**config.mk**
```make
export PLATFORM = sky130hd
export DESIGN_NAME = pcfl_ram
export DESIGN_NICKNAME = d
export VERILOG_FILES = /design/src/rtl/pcfl_ram.sv
export SDC_FILE = /design/constraint.sdc
export NUM_CORES = 1
export LEC_CHECK = 0
export BUFFER_PORTS_ARGS = -buffer_cell sky130_fd_sc_hd__buf_2
export CAP_MARGIN = 20
export CELL_PAD_IN_SITES_DETAIL_PLACEMENT = 0
export CELL_PAD_IN_SITES_GLOBAL_PLACEMENT = 2
export CORE_AREA = 2 2 107 109
export DETAILED_ROUTE_END_ITERATION = 8
export DIE_AREA = 0 0 109 111
export PLACE_DENSITY = 0.87
export REMOVE_ABC_BUFFERS = 1
export SLEW_MARGIN = 20
export SYNTH_ARGS = -nofsm -noshare
export SYNTH_HDL_FRONTEND = slang
export SYNTH_SLANG_ARGS = --single-unit
```
**constraint.sdc**
```tcl
create_clock -name clk -period 2.35 [get_ports clk]
set_clock_uncertainty 0.05 [all_clocks]
set_input_delay 0.3525 -clock clk [delete_from_list [all_inputs] [get_ports clk]]
set_output_delay 0.3525 -clock clk [all_outputs]
set_load 0.1 [all_outputs]
```
**src/rtl/pcfl_ram.sv**
```systemverilog
// Generic single-write, single-read RAM with registered read data.
// Used for the chunk stacks and the stack fill counts. No dependencies.
module pcfl_ram #(
  parameter int WIDTH = 8,
  parameter int DEPTH = 16
) (
  input  logic                                   clk,
  input  logic                                   we,
  input  logic [(DEPTH > 1 ? $clog2(DEPTH) : 1)-1:0] waddr,
  input  logic [WIDTH-1:0]                       wdata,
  input  logic [(DEPTH > 1 ? $clog2(DEPTH) : 1)-1:0] raddr,
  output logic [WIDTH-1:0]                       rdata
);

  logic [WIDTH-1:0] mem [DEPTH];

  always_ff @(posedge clk) begin
    if (we) begin
      mem[waddr] <= wdata;
    end
    rdata <= mem[raddr];
  end

endmodule

```
==> metrics.md <==
| Metric | Value |
|---|---|
| Final max-slew violation count | 0 |
| Worst path max stage delay | 0.44 ns |
| TritonRoute pass-1 iters | 4 |
| Crit-path cells | buf_2 |
| Synth unique cells | 19 |
| Maximum capacitance violations | 0 |
| Die Y | 111 µm |
| Slowest-stage cell, CP | buf_2 |
| Final hold vios | 0 |
| Maximum vdd ir drop | 0.4442 mV |
| Hold/Removal Path Class | in2reg |
| CP top delay family | buffers and inverters |
| Area growth from synthesis to layout | 18.74% |
| Proportion of layout cells with a drive suffix above 1 | 31.99% |
| I/O Pins | 26 |
| Pleak | 2.092 nW |
| Vias in the first global route | 2494 |
| Initial Utilization | 46.47% |
| TritonCTS buffer count | 17 |
| Largest net degree at the start of global routing | 33 |
| H-tree depth | 4 |
| Final non-filler cell total | 440 |
| # clock sinks | 136 |
| WL per Instance | 23.11 µm |
| CP Launch Type | flip-flop |
| WHS | 0.2595 ns |
| Fin crit share | 68.24% |
| Power per standard cell area | 923.4 nW/µm² |
| CTS tree | yes |
| Drt via density | 5.652 |
| RSZ-0062 raised after global routing | no |
| Slew margin rel. | 67.49% |
| CTS root buf | clkbuf_16 |
| Post-CTS Resized | 0 |
| Detailed placement HPWL | 5748 µm |
| First DRT Iteration DRCs | 252 |
| Initial antenna violation count | 0 |
| Worst Setup Slack, final | 0.7465 ns |
| Final setup TNS | 0 ns |
| Via count | 2487 |
| Worst setup path class | reg2out |
| Syn. warnings | 0 |
| Crit path arrival time | 1.20 ns |
| Cells after DPL | 408 |
| Status | completed |
| Post-synthesis cell area | 5147 µm² |
| Register area share after synthesis | 77.78% |
| CP required | 1.95 ns |
| GRT overflow | 0 |
| Fillers | 797 |
| Critical Path Fanout Max | 1 |
| Core Rows | 39 |
| Clock slew at reported path FFs | 0.06 ns |
| Worst skew pair latency | 0.41 ns |
| Avg Cell Area, Syn | 22.48 µm² |
| Die ar. | 12100 µm² |
| Seq. cell area | 4004 µm² |
| DRC viols | 0 |
| Port Buffer Count | 25 |
| Multi-input gate area | 1057 µm² |
| Worst path buffer plus inverter count | 1 |
| Core footprint | 11080 µm² |
| Post-place setup slack | 0.4534 ns |
| First-pass GRT wire length | 15170 µm |
| Total setup buffers inserted after CTS | 0 |
| Clock Tree Buf Depth | 2 |
| Core Util, Final | 55.18% |
| Diode count | 0 |
| Total track usage | 18.42% |
| Fmax | 0.6236 GHz |
| Cells after Synth | 229 |
| Cts hold-fix bufs | 0 |
| Routed WL | 10170 µm |
| Nets | 302 |
| Post-route antenna net violation count | 0 |
| Flop2flop setup slack | 0.86 ns |
| #FFs+latches synth | 136 |
| Final critical-path required period | 1.604 ns |
| Tightest Pin Transition | 0.4911 ns |
| Die Width | 109 µm |
| Setup Viol. Count Final | 0 |
| Crit end category | output port |
| Gpl congestion | 0.7772 |
-- kinds of logic (layout without fill, tap and decap cells) --
family                 Yosys count  in the layout  synth area share (%)
DFF                            136            136                 77.78
and+or+nand+nor                 35             35                 3.184
muxes                           32             32                 15.02
AOI/OAI and AO/OA               16             16                 2.334
buffers and inverters           10             78                 1.677
-- cells in the mapped netlist --
| master | n | area share (%) |
|---|---|---|
| buf_2 | 3 | 0.29 |
| buf_6 | 3 | 0.66 |
| a22oi_1 | 16 | 2.3 |
| nand3b_1 | 2 | 0.29 |
| clkdlybuf4s25_2 | 3 | 0.58 |
| nand2b_1 | 2 | 0.24 |
| and2b_1 | 1 | 0.15 |
| or3b_2 | 1 | 0.17 |
| dfxtp_1 | 8 | 3.1 |
| mux4_1 | 14 | 7.1 |
| nor2_1 | 13 | 0.95 |
| nand3_1 | 1 | 0.097 |
| buf_4 | 1 | 0.15 |
| edfxtp_1 | 128 | 75 |
| nand2_1 | 9 | 0.66 |
| nor3_1 | 4 | 0.39 |
| mux4_2 | 18 | 7.9 |
| nor2b_1 | 1 | 0.12 |
| and2_1 | 1 | 0.12 |
-- path summary, 6_finish.rpt --
kind | from | end | depth (start not counted)
max reg2reg | mem[9][4] | rdata[4] | 3
min reg2reg | mem[14][7] | rdata[7] | 3
max | rdata[4] | rdata[4] | 1
min | wdata[2] | mem[2][2] | 1
-- state kept, by name, summed over array words and instances, names as in the netlist --
name / count
mem: 128
rdata: 8
-- cell type report --
type                            instances  area share (%)
Timing Repair Buffer                   46           4.831
Tap cell                              143           2.927
Multi-Input combinational cell         83           17.30
Sequential cell                       136           65.51
Clock inverter                         15           2.477
Clock buffer                           17           6.960
-- where the power goes --
group / leakage, nW / internal (W) / switching, W
Sequential: 1.22 / 0.00271 / 0.0000145
Clock: 0.283 / 0.00156 / 0.000991
Combinational: 0.586 / 0.000109 / 0.000256
Total: 2.09 / 0.00438 / 0.00126
-- metal layers --
layer | track usage, % | share of wire, %
met5 | 0 | 0
met4 | 6.068 | 1.4
met3 | 5.467 | 7.9
met2 | 26.96 | 48
met1 | 26.72 | 43
-- through the flow --
stage	total power, W	cell area, µm²
6_report	0.005644	6112
5_1_grt	0.005804	6112
4_1_cts	0.005675	6112
3_5_place_dp	0.003143	5535
3_3_place_gp	0.003132	5535
2_1_floorplan	0.003001	5061
-- cells in the final DEF, fill, tap and decap left out, types with 3 or more instances in the layout --
master and n:
nand2_1 9, edfxtp_1 128, nor3_1 4, clkinv_2 3, nor2_1 13, mux4_1 14
clkbuf_16 17, clkinv_4 4, mux4_2 18, buf_4 20, dfxtp_1 8, a22oi_1 16
inv_6 3, buf_2 25
(Power assumes the default switching activity.)
